File: src/rtl/core/nsd_pkg.sv
// Shared types and constants for the netpbm stream decoder.
// Holds the request and response word layouts, character codes, format and error codes.
// No dependencies.
package nsd_pkg;

   // request word: one stream byte or an end-of-stream mark
   typedef struct packed {
      logic [7:0] data_byte;
      logic       end_of_data;
   } req_word_type;

   // response word: one RGBA pixel or one error report
   typedef struct packed {
      logic [7:0]  red;
      logic [7:0]  green;
      logic [7:0]  blue;
      logic [7:0]  alpha;
      logic [15:0] column;
      logic [15:0] row_index;
      logic [15:0] image_width;
      logic [15:0] image_height;
      logic [2:0]  pixel_format;
      logic        last_of_run;
      logic        last_of_image;
      logic [2:0]  error_code;
   } rsp_word_type;

   // character codes
   localparam logic [7:0] CHAR_P     = 8'h50;
   localparam logic [7:0] CHAR_F     = 8'h46;
   localparam logic [7:0] CHAR_HASH  = 8'h23;
   localparam logic [7:0] CHAR_NL    = 8'h0A;
   localparam logic [7:0] CHAR_CR    = 8'h0D;
   localparam logic [7:0] CHAR_TAB   = 8'h09;
   localparam logic [7:0] CHAR_SPACE = 8'h20;
   localparam logic [7:0] CHAR_0     = 8'h30;
   localparam logic [7:0] CHAR_1     = 8'h31;
   localparam logic [7:0] CHAR_7     = 8'h37;
   localparam logic [7:0] CHAR_8     = 8'h38;
   localparam logic [7:0] CHAR_9     = 8'h39;

   // pixel format codes
   localparam logic [2:0] FMT_P1 = 3'd0;
   localparam logic [2:0] FMT_P2 = 3'd1;
   localparam logic [2:0] FMT_P3 = 3'd2;
   localparam logic [2:0] FMT_P4 = 3'd3;
   localparam logic [2:0] FMT_P5 = 3'd4;
   localparam logic [2:0] FMT_P6 = 3'd5;
   localparam logic [2:0] FMT_P8 = 3'd6;

   // error codes
   localparam logic [2:0] ERR_NONE      = 3'd0;
   localparam logic [2:0] ERR_BAD_MAGIC = 3'd1;
   localparam logic [2:0] ERR_BAD_TYPE  = 3'd2;
   localparam logic [2:0] ERR_BAD_SEP   = 3'd3;
   localparam logic [2:0] ERR_BAD_NUM   = 3'd4;
   localparam logic [2:0] ERR_FLOAT     = 3'd5;

   localparam logic [7:0] ALPHA_OPAQUE = 8'hFF;

   function automatic logic is_space(input logic [7:0] c);
      return (c == CHAR_SPACE) || (c == CHAR_TAB) || (c == CHAR_CR) || (c == CHAR_NL);
   endfunction

endpackage

File: src/rtl/core/netpbm_stream_decoder.sv
// Netpbm stream decoder top level: header parser, pixel decoder and output skid stage.
// Depends on nsd_pkg for word types, character, format and error codes.
//
// The decoder takes one stream byte per cycle unless req_stall is high and returns RGBA
// pixels with column, row and last-of-image marks, or an error word that sends it back
// to waiting for the magic 'P'. A packed bitmap (P4) byte gives min(8, columns left in
// the row) pixels, one per cycle from a shift register while the skid is empty, and holds
// req_stall high after it is taken until its last pixel is out. Results land in an output
// register backed by a one-word skid register; when the consumer stalls and a second result
// is ready, the skid fills and req_stall stays high until the output register drains.
module netpbm_stream_decoder #(
   parameter int DIM_BITS = 16
) (
   input  logic                  clock,
   input  logic                  reset,
   input  logic                  req_valid,
   output logic                  req_stall,
   input  nsd_pkg::req_word_type req_word,
   output logic                  rsp_valid,
   input  logic                  rsp_stall,
   output nsd_pkg::rsp_word_type rsp_word
);

   // parse phases
   localparam logic [2:0] PH_MAGIC  = 3'd0;
   localparam logic [2:0] PH_TYPE   = 3'd1;
   localparam logic [2:0] PH_SEP    = 3'd2;
   localparam logic [2:0] PH_WIDTH  = 3'd3;
   localparam logic [2:0] PH_HEIGHT = 3'd4;
   localparam logic [2:0] PH_MAXVAL = 3'd5;
   localparam logic [2:0] PH_ASCII  = 3'd6;
   localparam logic [2:0] PH_BINARY = 3'd7;

   localparam logic [2:0] EXP_LAST = 3'd7;

   // parser state
   logic [2:0]          phase_ff, phase_in;
   logic [2:0]          format_ff, format_in;
   logic [DIM_BITS-1:0] width_ff, width_in;
   logic [DIM_BITS-1:0] height_ff, height_in;
   logic [DIM_BITS-1:0] accum_ff, accum_in;
   logic                in_number_ff, in_number_in;
   logic                in_comment_ff, in_comment_in;
   logic [DIM_BITS-1:0] col_ff, col_in;
   logic [DIM_BITS-1:0] row_ff, row_in;
   logic [1:0]          comp_ff, comp_in;
   logic [7:0]          red_ff, red_in;
   logic [7:0]          green_ff, green_in;
   logic [7:0]          blue_ff, blue_in;

   // packed bitmap expansion
   logic                exp_busy_ff, exp_busy_in;
   logic [6:0]          exp_bits_ff, exp_bits_in;
   logic [2:0]          exp_idx_ff, exp_idx_in;

   // output register and skid
   logic                  rsp_valid_ff, rsp_valid_in;
   logic                  skid_valid_ff, skid_valid_in;
   nsd_pkg::rsp_word_type rsp_ff;
   nsd_pkg::rsp_word_type skid_ff;

   // datapath
   logic                  acc_fire;
   logic                  exp_fire;
   logic                  out_take;
   logic                  rsp_load;
   logic                  skid_load;
   logic                  rsp_from_skid;
   logic [7:0]            c;
   logic [3:0]            digit;
   logic                  is_digit;
   logic [DIM_BITS+3:0]   acc_ext;
   logic [DIM_BITS+3:0]   acc_mul;
   logic [DIM_BITS-1:0]   acc_sat;
   logic [DIM_BITS+7:0]   acc_wide;
   logic [7:0]            samp;
   logic [DIM_BITS:0]     col_plus;
   logic [DIM_BITS:0]     row_plus;
   logic                  last_col;
   logic                  last_img;
   logic [DIM_BITS+15:0]  col_wide;
   logic [DIM_BITS+15:0]  row_wide;
   logic [DIM_BITS+15:0]  width_wide;
   logic [DIM_BITS+15:0]  height_wide;
   logic                  pix_emit;
   logic [7:0]            pix_red;
   logic [7:0]            pix_green;
   logic [7:0]            pix_blue;
   logic [7:0]            pix_alpha;
   logic                  pix_lor;
   logic                  err_emit;
   logic [2:0]            err_code;
   logic                  begin_px;
   logic [2:0]            begin_phase;
   logic                  go_idle;
   logic                  res_valid;
   nsd_pkg::rsp_word_type res;

   // handshake
   assign req_stall = skid_valid_ff || exp_busy_ff;
   assign acc_fire  = req_valid && !req_stall;
   assign exp_fire  = exp_busy_ff && !skid_valid_ff;
   assign out_take  = rsp_valid_ff && !rsp_stall;
   assign rsp_valid = rsp_valid_ff;
   assign rsp_word  = rsp_ff;

   // number accumulation, saturating at the all-ones value
   assign c        = req_word.data_byte;
   assign is_digit = (c >= nsd_pkg::CHAR_0) && (c <= nsd_pkg::CHAR_9);
   assign digit    = 4'(c - nsd_pkg::CHAR_0);
   assign acc_ext  = {4'b0, accum_ff};
   assign acc_mul  = (acc_ext << 3) + (acc_ext << 1) + {{DIM_BITS{1'b0}}, digit};
   assign acc_sat  = (|acc_mul[DIM_BITS+3:DIM_BITS]) ? {DIM_BITS{1'b1}}
                                                     : acc_mul[DIM_BITS-1:0];
   assign acc_wide = {8'b0, accum_ff};
   assign samp     = (|acc_wide[DIM_BITS+7:8]) ? 8'hFF : acc_wide[7:0];

   // pixel position
   assign col_plus    = {1'b0, col_ff} + {{DIM_BITS{1'b0}}, 1'b1};
   assign row_plus    = {1'b0, row_ff} + {{DIM_BITS{1'b0}}, 1'b1};
   assign last_col    = (col_plus == {1'b0, width_ff});
   assign last_img    = last_col && (row_plus == {1'b0, height_ff});
   assign col_wide    = {16'b0, col_ff};
   assign row_wide    = {16'b0, row_ff};
   assign width_wide  = {16'b0, width_ff};
   assign height_wide = {16'b0, height_ff};

   // decode one byte or one expansion step
   always_comb begin
      phase_in      = phase_ff;
      format_in     = format_ff;
      width_in      = width_ff;
      height_in     = height_ff;
      accum_in      = accum_ff;
      in_number_in  = in_number_ff;
      in_comment_in = in_comment_ff;
      col_in        = col_ff;
      row_in        = row_ff;
      comp_in       = comp_ff;
      red_in        = red_ff;
      green_in      = green_ff;
      blue_in       = blue_ff;
      exp_busy_in   = exp_busy_ff;
      exp_bits_in   = exp_bits_ff;
      exp_idx_in    = exp_idx_ff;
      pix_emit      = 1'b0;
      pix_red       = 8'h00;
      pix_green     = 8'h00;
      pix_blue      = 8'h00;
      pix_alpha     = nsd_pkg::ALPHA_OPAQUE;
      pix_lor       = 1'b1;
      err_emit      = 1'b0;
      err_code      = nsd_pkg::ERR_NONE;
      begin_px      = 1'b0;
      begin_phase   = PH_BINARY;
      go_idle       = 1'b0;

      if (exp_fire) begin
         // next bit of a packed bitmap byte
         pix_emit    = 1'b1;
         pix_red     = {8{exp_bits_ff[6]}};
         pix_green   = {8{exp_bits_ff[6]}};
         pix_blue    = {8{exp_bits_ff[6]}};
         pix_lor     = last_col || (exp_idx_ff == EXP_LAST);
         exp_bits_in = {exp_bits_ff[5:0], 1'b0};
         exp_idx_in  = exp_idx_ff + 3'd1;
         if (pix_lor) begin
            exp_busy_in = 1'b0;
         end
      end else if (acc_fire) begin
         if (req_word.end_of_data) begin
            // stream ended: report where it was cut
            if (phase_ff != PH_MAGIC) begin
               err_emit = 1'b1;
               if (phase_ff == PH_TYPE) begin
                  err_code = nsd_pkg::ERR_BAD_TYPE;
               end else if (phase_ff == PH_SEP) begin
                  err_code = nsd_pkg::ERR_BAD_SEP;
               end else begin
                  err_code = nsd_pkg::ERR_BAD_NUM;
               end
            end
         end else if (phase_ff == PH_MAGIC) begin
            if (c != nsd_pkg::CHAR_P) begin
               err_emit = 1'b1;
               err_code = nsd_pkg::ERR_BAD_MAGIC;
            end else begin
               phase_in = PH_TYPE;
            end
         end else if (phase_ff == PH_BINARY) begin
            // raw samples
            unique case (format_ff)
               nsd_pkg::FMT_P4: begin
                  pix_emit  = 1'b1;
                  pix_red   = {8{c[7]}};
                  pix_green = {8{c[7]}};
                  pix_blue  = {8{c[7]}};
                  pix_lor   = last_col;
                  if (!last_col) begin
                     exp_busy_in = 1'b1;
                     exp_bits_in = c[6:0];
                     exp_idx_in  = 3'd1;
                  end
               end
               nsd_pkg::FMT_P5: begin
                  pix_emit  = 1'b1;
                  pix_red   = c;
                  pix_green = c;
                  pix_blue  = c;
               end
               nsd_pkg::FMT_P6, nsd_pkg::FMT_P8: begin
                  if (comp_ff == 2'd0) begin
                     red_in  = c;
                     comp_in = 2'd1;
                  end else if (comp_ff == 2'd1) begin
                     green_in = c;
                     comp_in  = 2'd2;
                  end else if (comp_ff == 2'd2 && format_ff == nsd_pkg::FMT_P8) begin
                     blue_in = c;
                     comp_in = 2'd3;
                  end else if (format_ff == nsd_pkg::FMT_P8) begin
                     comp_in   = 2'd0;
                     pix_emit  = 1'b1;
                     pix_red   = red_ff;
                     pix_green = green_ff;
                     pix_blue  = blue_ff;
                     pix_alpha = c;
                  end else begin
                     comp_in   = 2'd0;
                     pix_emit  = 1'b1;
                     pix_red   = red_ff;
                     pix_green = green_ff;
                     pix_blue  = c;
                  end
               end
               default: begin
                  err_emit = 1'b1;
                  err_code = nsd_pkg::ERR_BAD_NUM;
               end
            endcase
         end else if (in_comment_ff) begin
            // drop comment text through its newline
            if (c == nsd_pkg::CHAR_NL) begin
               in_comment_in = 1'b0;
            end
         end else if (c == nsd_pkg::CHAR_HASH) begin
            in_comment_in = 1'b1;
         end else if (phase_ff == PH_TYPE) begin
            if (c == nsd_pkg::CHAR_F) begin
               err_emit = 1'b1;
               err_code = nsd_pkg::ERR_FLOAT;
            end else if (c < nsd_pkg::CHAR_1 || c > nsd_pkg::CHAR_8 || c == nsd_pkg::CHAR_7) begin
               err_emit = 1'b1;
               err_code = nsd_pkg::ERR_BAD_TYPE;
            end else begin
               format_in = (c == nsd_pkg::CHAR_8) ? nsd_pkg::FMT_P8 : 3'(c - nsd_pkg::CHAR_1);
               phase_in  = PH_SEP;
            end
         end else if (phase_ff == PH_SEP) begin
            if (!nsd_pkg::is_space(c)) begin
               err_emit = 1'b1;
               err_code = nsd_pkg::ERR_BAD_SEP;
            end else begin
               phase_in     = PH_WIDTH;
               accum_in     = '0;
               in_number_in = 1'b0;
            end
         end else if (is_digit) begin
            accum_in     = acc_sat;
            in_number_in = 1'b1;
         end else if (!nsd_pkg::is_space(c)) begin
            err_emit = 1'b1;
            err_code = nsd_pkg::ERR_BAD_NUM;
         end else if (in_number_ff) begin
            // a number just ended
            accum_in     = '0;
            in_number_in = 1'b0;
            unique case (phase_ff)
               PH_WIDTH: begin
                  width_in = accum_ff;
                  phase_in = PH_HEIGHT;
               end
               PH_HEIGHT: begin
                  height_in = accum_ff;
                  if (format_ff == nsd_pkg::FMT_P1) begin
                     begin_px    = 1'b1;
                     begin_phase = PH_ASCII;
                  end else if (format_ff == nsd_pkg::FMT_P4) begin
                     begin_px    = 1'b1;
                     begin_phase = PH_BINARY;
                  end else begin
                     phase_in = PH_MAXVAL;
                  end
               end
               PH_MAXVAL: begin
                  begin_px    = 1'b1;
                  begin_phase = (format_ff == nsd_pkg::FMT_P2 || format_ff == nsd_pkg::FMT_P3)
                                ? PH_ASCII : PH_BINARY;
               end
               default: begin
                  // ASCII sample
                  if (format_ff == nsd_pkg::FMT_P1) begin
                     pix_emit  = 1'b1;
                     pix_red   = {8{|accum_ff}};
                     pix_green = {8{|accum_ff}};
                     pix_blue  = {8{|accum_ff}};
                  end else if (format_ff == nsd_pkg::FMT_P2) begin
                     pix_emit  = 1'b1;
                     pix_red   = samp;
                     pix_green = samp;
                     pix_blue  = samp;
                  end else if (comp_ff == 2'd0) begin
                     red_in  = samp;
                     comp_in = 2'd1;
                  end else if (comp_ff == 2'd1) begin
                     green_in = samp;
                     comp_in  = 2'd2;
                  end else begin
                     comp_in   = 2'd0;
                     pix_emit  = 1'b1;
                     pix_red   = red_ff;
                     pix_green = green_ff;
                     pix_blue  = samp;
                  end
               end
            endcase
         end
      end

      // start the pixel section, or skip an empty image
      if (begin_px) begin
         col_in  = '0;
         row_in  = '0;
         comp_in = 2'd0;
         if (width_in == '0 || height_in == '0) begin
            go_idle = 1'b1;
         end else begin
            phase_in = begin_phase;
         end
      end

      // advance the pixel position
      if (pix_emit) begin
         if (last_col) begin
            col_in = '0;
            row_in = row_plus[DIM_BITS-1:0];
            if (row_plus >= {1'b0, height_ff}) begin
               go_idle = 1'b1;
            end
         end else begin
            col_in = col_plus[DIM_BITS-1:0];
         end
      end

      if (err_emit) begin
         go_idle = 1'b1;
      end

      // back to waiting for the magic byte
      if (go_idle) begin
         phase_in      = PH_MAGIC;
         accum_in      = '0;
         in_number_in  = 1'b0;
         in_comment_in = 1'b0;
         col_in        = '0;
         row_in        = '0;
         comp_in       = 2'd0;
      end

      // build the result word
      res_valid = pix_emit || err_emit;
      res       = '0;
      if (err_emit) begin
         res.error_code  = err_code;
         res.last_of_run = 1'b1;
      end else begin
         res.red           = pix_red;
         res.green         = pix_green;
         res.blue          = pix_blue;
         res.alpha         = pix_alpha;
         res.column        = col_wide[15:0];
         res.row_index     = row_wide[15:0];
         res.image_width   = width_wide[15:0];
         res.image_height  = height_wide[15:0];
         res.pixel_format  = format_ff;
         res.last_of_run   = pix_lor;
         res.last_of_image = last_img;
         res.error_code    = nsd_pkg::ERR_NONE;
      end
   end

   // steer a result into the output register or the skid
   always_comb begin
      rsp_valid_in  = rsp_valid_ff;
      skid_valid_in = skid_valid_ff;
      rsp_load      = 1'b0;
      rsp_from_skid = 1'b0;
      skid_load     = 1'b0;
      if (skid_valid_ff) begin
         if (out_take) begin
            rsp_load      = 1'b1;
            rsp_from_skid = 1'b1;
            skid_valid_in = 1'b0;
         end
      end else if (res_valid) begin
         if (!rsp_valid_ff || out_take) begin
            rsp_load     = 1'b1;
            rsp_valid_in = 1'b1;
         end else begin
            skid_load     = 1'b1;
            skid_valid_in = 1'b1;
         end
      end else if (out_take) begin
         rsp_valid_in = 1'b0;
      end
   end

   // control and parser state
   always_ff @(posedge clock) begin
      if (reset) begin
         phase_ff      <= PH_MAGIC;
         format_ff     <= '0;
         width_ff      <= '0;
         height_ff     <= '0;
         accum_ff      <= '0;
         in_number_ff  <= 1'b0;
         in_comment_ff <= 1'b0;
         col_ff        <= '0;
         row_ff        <= '0;
         comp_ff       <= 2'd0;
         red_ff        <= '0;
         green_ff      <= '0;
         blue_ff       <= '0;
         exp_busy_ff   <= 1'b0;
         exp_idx_ff    <= 3'd0;
         rsp_valid_ff  <= 1'b0;
         skid_valid_ff <= 1'b0;
      end else begin
         phase_ff      <= phase_in;
         format_ff     <= format_in;
         width_ff      <= width_in;
         height_ff     <= height_in;
         accum_ff      <= accum_in;
         in_number_ff  <= in_number_in;
         in_comment_ff <= in_comment_in;
         col_ff        <= col_in;
         row_ff        <= row_in;
         comp_ff       <= comp_in;
         red_ff        <= red_in;
         green_ff      <= green_in;
         blue_ff       <= blue_in;
         exp_busy_ff   <= exp_busy_in;
         exp_idx_ff    <= exp_idx_in;
         rsp_valid_ff  <= rsp_valid_in;
         skid_valid_ff <= skid_valid_in;
      end
   end

   // payload registers
   always_ff @(posedge clock) begin
      exp_bits_ff <= exp_bits_in;
      if (rsp_load) begin
         rsp_ff <= rsp_from_skid ? skid_ff : res;
      end
      if (skid_load) begin
         skid_ff <= res;
      end
   end

   // the skid only fills behind a held output word
   assert property (@(posedge clock) disable iff (reset) skid_valid_ff |-> rsp_valid_ff)
      else $error("skid word held with empty output register");

   // no new result may be formed while the skid is full
   assert property (@(posedge clock) disable iff (reset) res_valid |-> !skid_valid_ff)
      else $error("result formed while skid is full");

   // bitmap expansion only runs inside a P4 pixel section
   assert property (@(posedge clock) disable iff (reset)
      exp_busy_ff |-> (phase_ff == PH_BINARY && format_ff == nsd_pkg::FMT_P4))
      else $error("bitmap expansion outside a P4 pixel section");

   // an error word always closes its run and sends the parser back to the magic byte
   assert property (@(posedge clock) disable iff (reset)
      err_emit |=> (phase_ff == PH_MAGIC && col_ff == '0 && row_ff == '0))
      else $error("parser not idle after error");

   // the last pixel of an image returns the parser to the magic byte
   assert property (@(posedge clock) disable iff (reset)
      (res_valid && !err_emit && last_img) |=> (phase_ff == PH_MAGIC && !exp_busy_ff))
      else $error("parser not idle after last pixel");

endmodule

File: config.mk
export PLATFORM = sky130hd
export DESIGN_NAME = netpbm_stream_decoder
export DESIGN_NICKNAME = d
export VERILOG_FILES = /design/src/rtl/core/nsd_pkg.sv /design/src/rtl/core/netpbm_stream_decoder.sv
export SDC_FILE = /design/constraint.sdc
export NUM_CORES = 1
export LEC_CHECK = 0
export BUFFER_PORTS_ARGS = -buffer_cell sky130_fd_sc_hd__clkbuf_2
export CORE_UTILIZATION = 36
export DETAILED_ROUTE_END_ITERATION = 10
export PLACE_DENSITY = 0.53
export SYNTH_ARGS = -nofsm -noshare
export SYNTH_HDL_FRONTEND = slang
export SYNTH_SLANG_ARGS = --single-unit
export TNS_END_PERCENT = 5
File: constraint.sdc
create_clock -name clock -period 11.4 [get_ports clock]
set_input_delay 1.14 -clock clock [delete_from_list [all_inputs] [get_ports clock]]
set_output_delay 1.14 -clock clock [all_outputs]
set_load 0.01 [all_outputs]
Word-level counts from Yosys, hierarchy flattened --
Index checks and enable logic that the tools add are counted. W data, S select, Z words.
Operators by class: $add $sub $neg 7, magnitude comparators 5, eq/ne operators 41, mux-type cells 326, bitwise gates (word level) 13, reductions and logical operators 57
Operators with widths (number):
- $mux W8 | 102
- $mux W16 | 38
- $mux W3 | 45
- $mux W1 | 106
- $mux W104 | 1
- $mux W99 | 1
- $pmux W8 S3 | 3
- $mux W7 | 7
- $mux W2 | 19
- $add A16 B1 Y17 const B | 2
- $eq A17 B16 Y1 | 2
- $eq A8 B6 Y1 const B | 4
- $logic_not A16 Y1 | 2
- $eq A8 B4 Y1 const B | 3
- $eq A3 B3 Y1 const B | 7
- $add A19 B17 Y20 | 1
- $add A20 B4 Y20 | 1
- $ge A17 B16 Y1 | 1
- $reduce_and A17 Y1 | 1
- $ne A2 B1 Y1 const B | 8
- $reduce_and A16 Y1 | 1
- $reduce_bool A2 Y1 | 8
- $reduce_or A16 Y1 | 1
- $reduce_and A15 Y1 | 1
- 35 further kinds | 84
Storage, ports and cells: flip-flop bits (word level) 335, output and inout port bits 106, logic and storage cells 492

Logic depth before layout (Yosys ltp) --
Gate-level depths: netlist of run 1.
depth in word-level cells 24, gate-level depth with buffers 19, mapped depth without buffers 17

Worst setup path before layout of run 1 --
OpenSTA, ideal clock, no wires.
path type input to register, start point input req_word[1] (netlist bit), end point register rsp_ff, in the netlist rsp_word[0], enable pin, library setup time 0.602 ns, arrival time 8.007 ns, required time 10.798 ns, path slack 2.791 ns, stages on the path 12, buffers on the path 2, cell sequence clkbuf_1 inv_1 ha_1 o21bai_1 a211oi_1 o31ai_1 o2111ai_2 and2_1 buf_2 nand2_1 a21oi_1 a21oi_1
Between the ends: longest elaborated chain between the ends 18, elaborated cells on any way between the ends 46, those cells by class 4 x order compare; 8 x eq/ne; 27 x mux; 7 x reduce/logical
RTL lines:
- start, declared | line netpbm_stream_decoder.sv:18 | input nsd_pkg::req_word_type req_word,
- branches (longest 15 deep; another with $lt A8 B6 Y1)
- $logic_or A1 B1 Y1 (*) | line netpbm_stream_decoder.sv:371 | res_valid = pix_emit || err_emit;
- $mux W1 (*) | line netpbm_stream_decoder.sv:405 | end else if (res_valid) begin
- $mux W1 (*) | line netpbm_stream_decoder.sv:399 | if (skid_valid_ff) begin
- named net rsp_load | line netpbm_stream_decoder.sv:66 | logic rsp_load;
- end signal, assigned | line netpbm_stream_decoder.sv:463 | rsp_ff <= rsp_from_skid ? skid_ff : res;
- end, declared | line netpbm_stream_decoder.sv:59 | nsd_pkg::rsp_word_type rsp_ff;
Mark *: on every way through the listed nets, which the timed path passes. A chain may end at the register's enable or synchronous reset.

Worst setup path in the final report of run 1 --
start point register format_ff[2], end point register rsp_ff, in the netlist rsp_word[13], enable pin
Between the ends: longest elaborated chain between the ends 19, elaborated cells on any way between the ends 38, those cells by class 5 x eq/ne; 27 x mux; 6 x reduce/logical
RTL lines:
- start, declared | line netpbm_stream_decoder.sv:38 | logic [2:0] format_ff, format_in;
- start signal, assigned | line netpbm_stream_decoder.sv:440 | format_ff <= format_in;
- $eq A3 B1 Y1 | line netpbm_stream_decoder.sv:307 | end else if (format_ff == nsd_pkg::FMT_P2) begin
- $mux W1 | line netpbm_stream_decoder.sv:307
- $mux W1 | line netpbm_stream_decoder.sv:302 | if (format_ff == nsd_pkg::FMT_P1) begin
- $mux W1 | line netpbm_stream_decoder.sv:278 | unique case (phase_ff)
- $mux W1 | line netpbm_stream_decoder.sv:274 | end else if (in_number_ff) begin
- $mux W1 | line netpbm_stream_decoder.sv:271 | end else if (!nsd_pkg::is_space(c)) begin
- $mux W1 | line netpbm_stream_decoder.sv:268 | end else if (is_digit) begin
- $mux W1 | line netpbm_stream_decoder.sv:259 | end else if (phase_ff == PH_SEP) begin
- (+4 left out)
- $mux W1 | line netpbm_stream_decoder.sv:183 | end else if (phase_ff == PH_MAGIC) begin
- $mux W1 | line netpbm_stream_decoder.sv:171 | if (req_word.end_of_data) begin
- $mux W1 | line netpbm_stream_decoder.sv:170 | end else if (acc_fire) begin
- $mux W1 | line netpbm_stream_decoder.sv:158 | if (exp_fire) begin
- $logic_or A1 B1 Y1 (*) | line netpbm_stream_decoder.sv:371
- $mux W1 (*) | line netpbm_stream_decoder.sv:405
- $mux W1 (*) | line netpbm_stream_decoder.sv:399
- named net rsp_load | line netpbm_stream_decoder.sv:66
Mark *: on every way through the listed nets, which the timed path passes. The rest lies on a longest branch.

==> summary.txt, run 1 <==
Setup path
  – CP max FO: 73
  – Critical path's most frequent cell: buf_4
  – Crit path DAT: 5.39 ns
  – Worst Reg-to-Reg Cells: 10
  – Reg2Reg Launch Point: format_ff[2]
  – Crit path max-delay cell type: buf_4
  – Flop2flop setup slack: a little over 6 ns
  – Setup CP Type: reg -> reg
  – Setup crit end: rsp_word[13]
  – Setup crit start: format_ff[2]
  – Crit end category: flop
  – Max incr delay on CP: 0.86 ns
  – Critical path required time: approximately 12 ns
  – Worst-path cell chain: and3b_1 -> o21ai_2 -> nor3b_2 -> o2111ai_2 -> buf_4 -> and2_1 -> nand2_1 -> a21oi_1 -> a21oi_4 -> buf_4
  – R2R Path End: rsp_word[13]
  – Setup crit start kind: flop

Logic synthesis
  – EDFF count, synth: 214
  – Synthesized instance count: 1683
  – Post-Syn Area per Cell: 10.2 µm²
  – #FFs+latches synth: between 300 and 400
  – Syn. warnings: 0
  – Top FF cell, synth: edfxtp_1
  – Synthesized cell area: 17200 µm²
  – Register area share after synthesis: 51.4%
  – Syn nets: between 1500 and 2000
  – Async SR Flop Fraction: 0%
  – Post-synth cell types: 86

Clock tree
  – Clk Latency, worst-skew pair: about 0.57 ns
  – CTS Buf Count: 39
  – # hold bufs at CTS: 0
  – H-Tree Depth: 2
  – Worst-path clk slew: 0.06 ns
  – CTS tree: built
  – Post_cts resized: 0
  – Clk root buf: clkbuf_16
  – Clock buffer depth: 3
  – Post-CTS Setup Bufs: 0
  – CTS sink cnt: 335

Routing
  – Pre-antenna DRT Iters: 8
  – Routed vias/inst: ~5.5
  – Final antenna-violating net count: 0
  – Residual DRC: 18
  – Via count of the routed design: 13100
  – DR WL/cell: 19.7 µm
  – First-iteration detailed-routing DRC count: 1124
  – DRT Wirelength: 46900 µm

Global route
  – Initial antenna violation count: 0
  – Largest net degree at the start of global routing: 78
  – Number of global-route vias before repair: 12500
  – Routing usage on met3: 3.55%
  – Total grt overflow: 0
  – GRT Overall Usage: 19.4%
  – Global routing usage on met2: around 29%
  – Met1 Use GR: 28.4%
  – Most Crowded Layer GR: met2
  – First-pass GRT wire length: 73200 µm

Worst hold path
  – Tightest Hold Check Type: reg -> reg

Timing
  – Unrepaired setup endpoints after global routing: false
  – Max-slew headroom: 14.8%
  – Worst slew pin tran: 1.26 ns
  – Fin crit period: 5.23 ns
  – Worst setup margin: 6.17 ns
  – Hold Violations, Final: 0
  – Fin Setup TNS: 0 ns
  – Finish-stage setup viols: 0
  – Fmax: 0.191 GHz
  – Worst clock skew: 0.0297 ns
  – Period utilisation layout: 45.9%
  – Slew Viols, Final: 0

Run status
  – Status: finished with violations
  – Failing checks: DRC

Power
  – Pwr dens: 141 nW/µm²
  – Total power: 2.76 mW
  – Peak VDD IR: 0.0811 mV
  – Leak: about 7.7 nW

Finish
  – Area Growth Syn to Fin: 13.5%
  – Share of layout cells above drive strength 1: 16.7%
  – Final nets: 1819
  – Non-Filler Instances: 2387
  – Most common cell after layout, fill and taps aside: edfxtp_1
  – Most frequent cells in the layout: edfxtp_1 (214), nand2_1 (172), nor2_1 (142)
  – Design area: 19500 µm²

Die
  – Starting Density: about 37%
  – Boundary Pins: around 120
  – Core ar.: ~47000 µm²
  – Die width: 221 µm
  – Die Ht: 221 µm
  – Die area: 48700 µm²
  – Cell Rows: 79

Placement
  – Placed Cells: 2314
  – DP Wirelength: 32400 µm
  – Pre-CTS WS: 5.65 ns
  – GPL Wtd Cong: approximately 0.91
  – Post-DP Area: 18200 µm²
  – Port buffer count: 118

Flow run
  – Max Cap Viol: 0
-- synth_stat cells, types with 13 or more instances --
master | instances | area share, %
edfxtp_1 | 214 | 37
nand2_1 | 173 | 3.8
nor2_1 | 142 | 3.1
a21oi_1 | 134 | 3.9
dfxtp_1 | 121 | 14
o21ai_0 | 94 | 2.7
clkbuf_1 | 76 | 1.7
mux2_2 | 67 | 4.4
and3_1 | 64 | 2.3
ha_1 | 56 | 4.1
nand3_1 | 47 | 1.4
a21o_1 | 36 | 1.6
xnor2_1 | 35 | 1.8
inv_1 | 33 | 0.72
nor3_1 | 30 | 0.87
mux2i_1 | 26 | 1.5
nor4_1 | 23 | 0.84
buf_2 | 21 | 0.61
nand3b_1 | 20 | 0.87
nand2b_1 | 16 | 0.58
nand4_1 | 16 | 0.58
o21a_1 | 16 | 0.70
or3_1 | 16 | 0.58
xor2_1 | 16 | 0.81
a31oi_1 | 13 | 0.47
nor2b_1 | 13 | 0.47
-- critical path, delay by kind of cell, from the launching register on --
kind | cells | cell delay, ns
buffers and inverters | 2 | 1.16
flip-flops | 1 | 0.64
AND/OR/NAND/NOR | 4 | 1.09
AO/OA/AOI/OAI | 4 | 1.79
-- metal layers --
metal	part of all wire, %	vias to the layer above	wire (µm)
li1	-	6304	-
met2	44	343	20700
met5	0	-	0
met3	5.1	59	2390
met4	2.4	0	1120
met1	48	6360	22800
-- through the flow --
stage | hold WS [ns] | utilization [%]
detailed placement | 0.446 | 38.9
CTS | 0.455 | 41.7
floorplan | 0.431 | -
global placement | 0.441 | 38.9
global route | 0.469 | 41.7
finish | 0.456 | 41.7
-- flip-flops by register name (all words and copies together), names as in the netlist --
signal,cells
accum_ff,16
blue_ff,8
col_ff,16
comp_ff,2
exp_bits_ff,7
exp_busy_ff,1
exp_idx_ff,3
format_ff,3
green_ff,8
height_ff,16
in_comment_ff,1
in_number_ff,1
phase_ff,3
red_ff,8
row_ff,16
rsp_valid,1
rsp_word,104
skid_ff,104
skid_valid_ff,1
width_ff,16
-- final cells by class --
type | count | area, µm²
Tap cell | 607 | 759
Clock inverter | 20 | 240
Antenna cell | 1 | 2.50
Fill cell | 4593 | 27300
Sequential cell | 335 | 8850
Timing Repair Buffer | 132 | 696
Clock buffer | 52 | 1090
Inverter | 34 | 128
Multi-Input combinational cell | 1206 | 7780
-- where the power goes --
part,total (mW),internal (mW),switching [mW]
Clock,1.29,0.785,0.507
Sequential,1.34,1.33,0.0124
Combinational,0.123,0.0343,0.0883
Total,2.76,2.15,0.607
-- how the worst min path moves through the flow --
stage | from | endpoint | slack (ns) | depth (start not counted)
floorplan | blue_ff[3] | blue_ff[3] | 0.43 | 2
finish | blue_ff[3] | blue_ff[3] | 0.46 | 2
CTS | blue_ff[1] | blue_ff[1] | 0.46 | 2
detailed placement | blue_ff[1] | blue_ff[1] | 0.45 | 2
global placement | blue_ff[1] | blue_ff[1] | 0.44 | 2
global route | blue_ff[1] | blue_ff[1] | 0.47 | 2
-- cell families (layout without fill, tap and decap cells) --
| family | Yosys count | in the layout | share of synthesized area [%] |
|---|---|---|---|
| AO/OA/AOI/OAI | 382 | 382 | 13.7 |
| XOR/XNOR | 53 | 53 | 2.78 |
| adder cells (fa/ha/maj) | 58 | 58 | 4.30 |
| buffers and inverters | 142 | 238 | 3.58 |
| flip-flops | 335 | 335 | 51.4 |
| multiplexers | 93 | 93 | 5.89 |
| other | 0 | 1 | 0 |
| AND/OR/NAND/NOR | 620 | 620 | 18.4 |
(Power assumes the default switching activity.)
==> run 2: changes to the inputs <==
--- a/config.mk
+++ b/config.mk
@@ -8,7 +8,7 @@
 export BUFFER_PORTS_ARGS = -buffer_cell sky130_fd_sc_hd__clkbuf_2
 export CORE_UTILIZATION = 36
 export DETAILED_ROUTE_END_ITERATION = 10
-export PLACE_DENSITY = 0.53
+export PLACE_DENSITY = 0.55
 export SYNTH_ARGS = -nofsm -noshare
 export SYNTH_HDL_FRONTEND = slang
 export SYNTH_SLANG_ARGS = --single-unit
==> constraint.sdc (replaced) <==
create_clock -name clock -period 4.5 [get_ports clock]
set_input_delay 0.45 -clock clock [delete_from_list [all_inputs] [get_ports clock]]
set_output_delay 0.45 -clock clock [all_outputs]
set_load 0.01 [all_outputs]
==> summary.txt, run 2 (synthesized netlist as in run 1, its figures left out) <==
Worst hold path
  – Hold Crit Depth: 3 (+1)
  – Worst Hold Endpoint: rsp_valid
  – Hold Crit Start: rsp_stall
  – Tightest Hold Check Type: in -> reg

Clock tree
  – CTS tree: built
  – Post-CTS Setup Bufs: 0 (unchanged)
  – Clk root buf: clkbuf_16
  – Worst-path clk slew: 0.06 ns (about the same)
  – Post_cts resized: 0 (unchanged)
  – Clock buffer depth: 3 (unchanged)
  – Clk Latency, worst-skew pair: 0.57 ns (about the same)
  – CTS Buf Count: 39 (unchanged)
  – # hold bufs at CTS: 0 (unchanged)
  – CTS sink cnt: 335 (unchanged)
  – H-Tree Depth: 2 (unchanged)

Die
  – Cell Rows: 79 (unchanged)
  – Boundary Pins: 119 (unchanged)
  – Die width: 221 µm (unchanged)
  – Die Ht: 221 µm (unchanged)
  – Core ar.: 46900 µm² (unchanged)
  – Starting Density: 36.7% (unchanged)
  – Die area: 48700 µm² (unchanged)

Timing
  – Fin Setup TNS: 0 ns (unchanged)
  – Unrepaired setup endpoints after global routing: false
  – Max-slew headroom: 16.9% (+2.1 points)
  – Worst slew pin tran: 1.24 ns (-0.0205 ns)
  – Worst clock skew: 0.0327 ns (+0.00298 ns)
  – Hold Violations, Final: 0 (unchanged)
  – Period utilisation layout: 92.5% (+47 points)
  – Fin crit period: 4.16 ns (-1.06 ns)
  – Worst setup margin: 0.336 ns (-5.84 ns)
  – Finish-stage setup viols: 0 (unchanged)
  – Slew Viols, Final: 0 (unchanged)
  – Fmax: 0.240 GHz (+26%)

Global route
  – Initial antenna violation count: 1 (+1)
  – Total grt overflow: 0 (unchanged)
  – GRT Overall Usage: 19.3% (-0.062 points)
  – First-pass GRT wire length: 73100 µm (about the same)
  – Largest net degree at the start of global routing: 105 (+35%)
  – Number of global-route vias before repair: 12700 (+1.4%)

Routing
  – DR WL/cell: 19.6 µm (-0.15%)
  – Via count of the routed design: 13200 (+1.4%)
  – First-iteration detailed-routing DRC count: 1131 (+0.62%)
  – Pre-antenna DRT Iters: 8 (unchanged)
  – DRT Wirelength: 47400 µm (+1.0%)
  – Final antenna-violating net count: 0 (unchanged)
  – Residual DRC: 16 (-2)
  – Routed vias/inst: 5.49 (+0.22%)

Setup path
  – Max incr delay on CP: 0.48 ns (-0.38 ns)
  – Worst Reg-to-Reg Cells: 14 (+4)
  – Crit path max-delay cell type: o21bai_4
  – Largest delay contributor family on the critical path: simple AND/OR/NAND/NOR gates
  – Crit end category: flop
  – Setup crit start kind: flop
  – Bufs and invs on worst path: 0 (-2)
  – Critical path required time: 4.94 ns (-6.62 ns)
  – R2R Path End: accum_ff[15]
  – Reg2Reg Launch Point: row_ff[0]
  – Crit path DAT: 4.60 ns (-0.79 ns)
  – Worst-path cell chain: and3_1 -> nand3_1 -> or2_2 -> nor3_1 -> nand3_1 -> xnor2_1 -> ha_1 -> and3_1 -> a221oi_1 -> a21oi_1 -> nor4b_1 -> o21ai_2 -> o21bai_4 -> a211oi_1
  – CP max FO: 37 (-49%)
  – Flop2flop setup slack: 0.34 ns (-5.84 ns)
  – Setup CP Type: reg -> reg

Flow run
  – Max Cap Viol: 0 (unchanged)

Placement
  – Port buffer count: 118 (unchanged)
  – Post-DP Area: 18400 µm² (+1.3%)
  – Pre-CTS WS: 0.353 ns (-5.30 ns)
  – GPL Wtd Cong: 0.904 (-0.55%)
  – DP Wirelength: 33100 µm (+2.1%)

Run status
  – Status: finished with violations
  – Failing checks: DRC

Finish
  – Most frequent cells in the layout: edfxtp_1 (214), nand2_1 (172), nor2_1 (142)
  – Design area: 19800 µm² (+1.2%)
  – Share of layout cells above drive strength 1: 17.8% (+1.1 points)
  – Area Growth Syn to Fin: 14.8%
  – Most common cell after layout, fill and taps aside: edfxtp_1
  – Final nets: 1847 (+1.5%)

Power
  – Peak VDD IR: 0.216 mV (+170%)
  – Leak: 7.83 nW (+1.8%)
  – Pwr dens: 354 nW/µm² (+150%)
## run 2: cell types whose count changed in the layout (fill, tap and decap cells not counted), moves of 2 or more
cell        before  now
buf_4           14   40
clkbuf_1         8   13
clkinv_2         7    3
inv_6            1    5
buf_12           0    2
clkbuf_8         4    2
clkinv_1         5    3
clkinvlp_4       2    0
## run 2: power by group
group	switching, mW	leakage, nW	internal, mW	total (mW)
sequential	0.0281	3.05	3.36	3.39
clock	1.29	0.642	1.98	3.27
combinational	0.233	4.14	0.0952	0.328
total	1.55	7.83	5.44	6.99
## run 2: layout make-up
cell class                      instances  area [µm²]
Tap cell                              607         759
Inverter                               34         128
Antenna cell                            1        2.50
Timing Repair Buffer                  160         931
Fill cell                            4549       27100
Clock inverter                         17         241
Clock buffer                           55        1080
Multi-Input combinational cell       1206        7780
Sequential cell                       335        8850
## run 2: through the flow
stage	power (mW)	util [%]	cells	hold WS, ns
floorplan	3.65	-	1683	0.431
global placement	3.79	39.4	2342	0.441
detailed placement	3.79	39.4	2342	0.448
CTS	7.09	42.2	2414	0.296
global route	7.22	42.2	2414	0.337
finish	6.99	42.2	2415	0.327
## run 2: layer usage
layer	wire [µm]	share of wire [%]	up-vias	GRT usage, %
met5	0	0	-	0
met4	1040	2.2	0	6.10
met3	2800	5.9	59	3.34
met2	21500	45	358	30.0
met1	22000	46	6482	27.3
li1	-	-	6350	-
## run 2: how the worst max path moves through the flow
stage,slack (ns),startpoint,endpoint,depth (start not counted)
global placement,0.49,row_ff[0],phase_ff[2],16
global route,0.03,row_ff[0],col_ff[0],16
detailed placement,0.35,row_ff[0],phase_ff[2],15
floorplan,-0.67,req_word[1],skid_ff[0],11
CTS,0.33,row_ff[0],col_ff[0],15
finish,0.34,row_ff[0],accum_ff[15],14
## run 2: worst register-to-register path: stages (launching register included)
cell and delay, ns:
dfxtp_1 0.44, and3_1 0.21, nand3_1 0.11, or2_2 0.38
nor3_1 0.27, nand3_1 0.18, xnor2_1 0.17, ha_1 0.30
and3_1 0.17, a221oi_1 0.28, a21oi_1 0.11, nor4b_1 0.44
o21ai_2 0.17, o21bai_4 0.48, a211oi_1 0.35
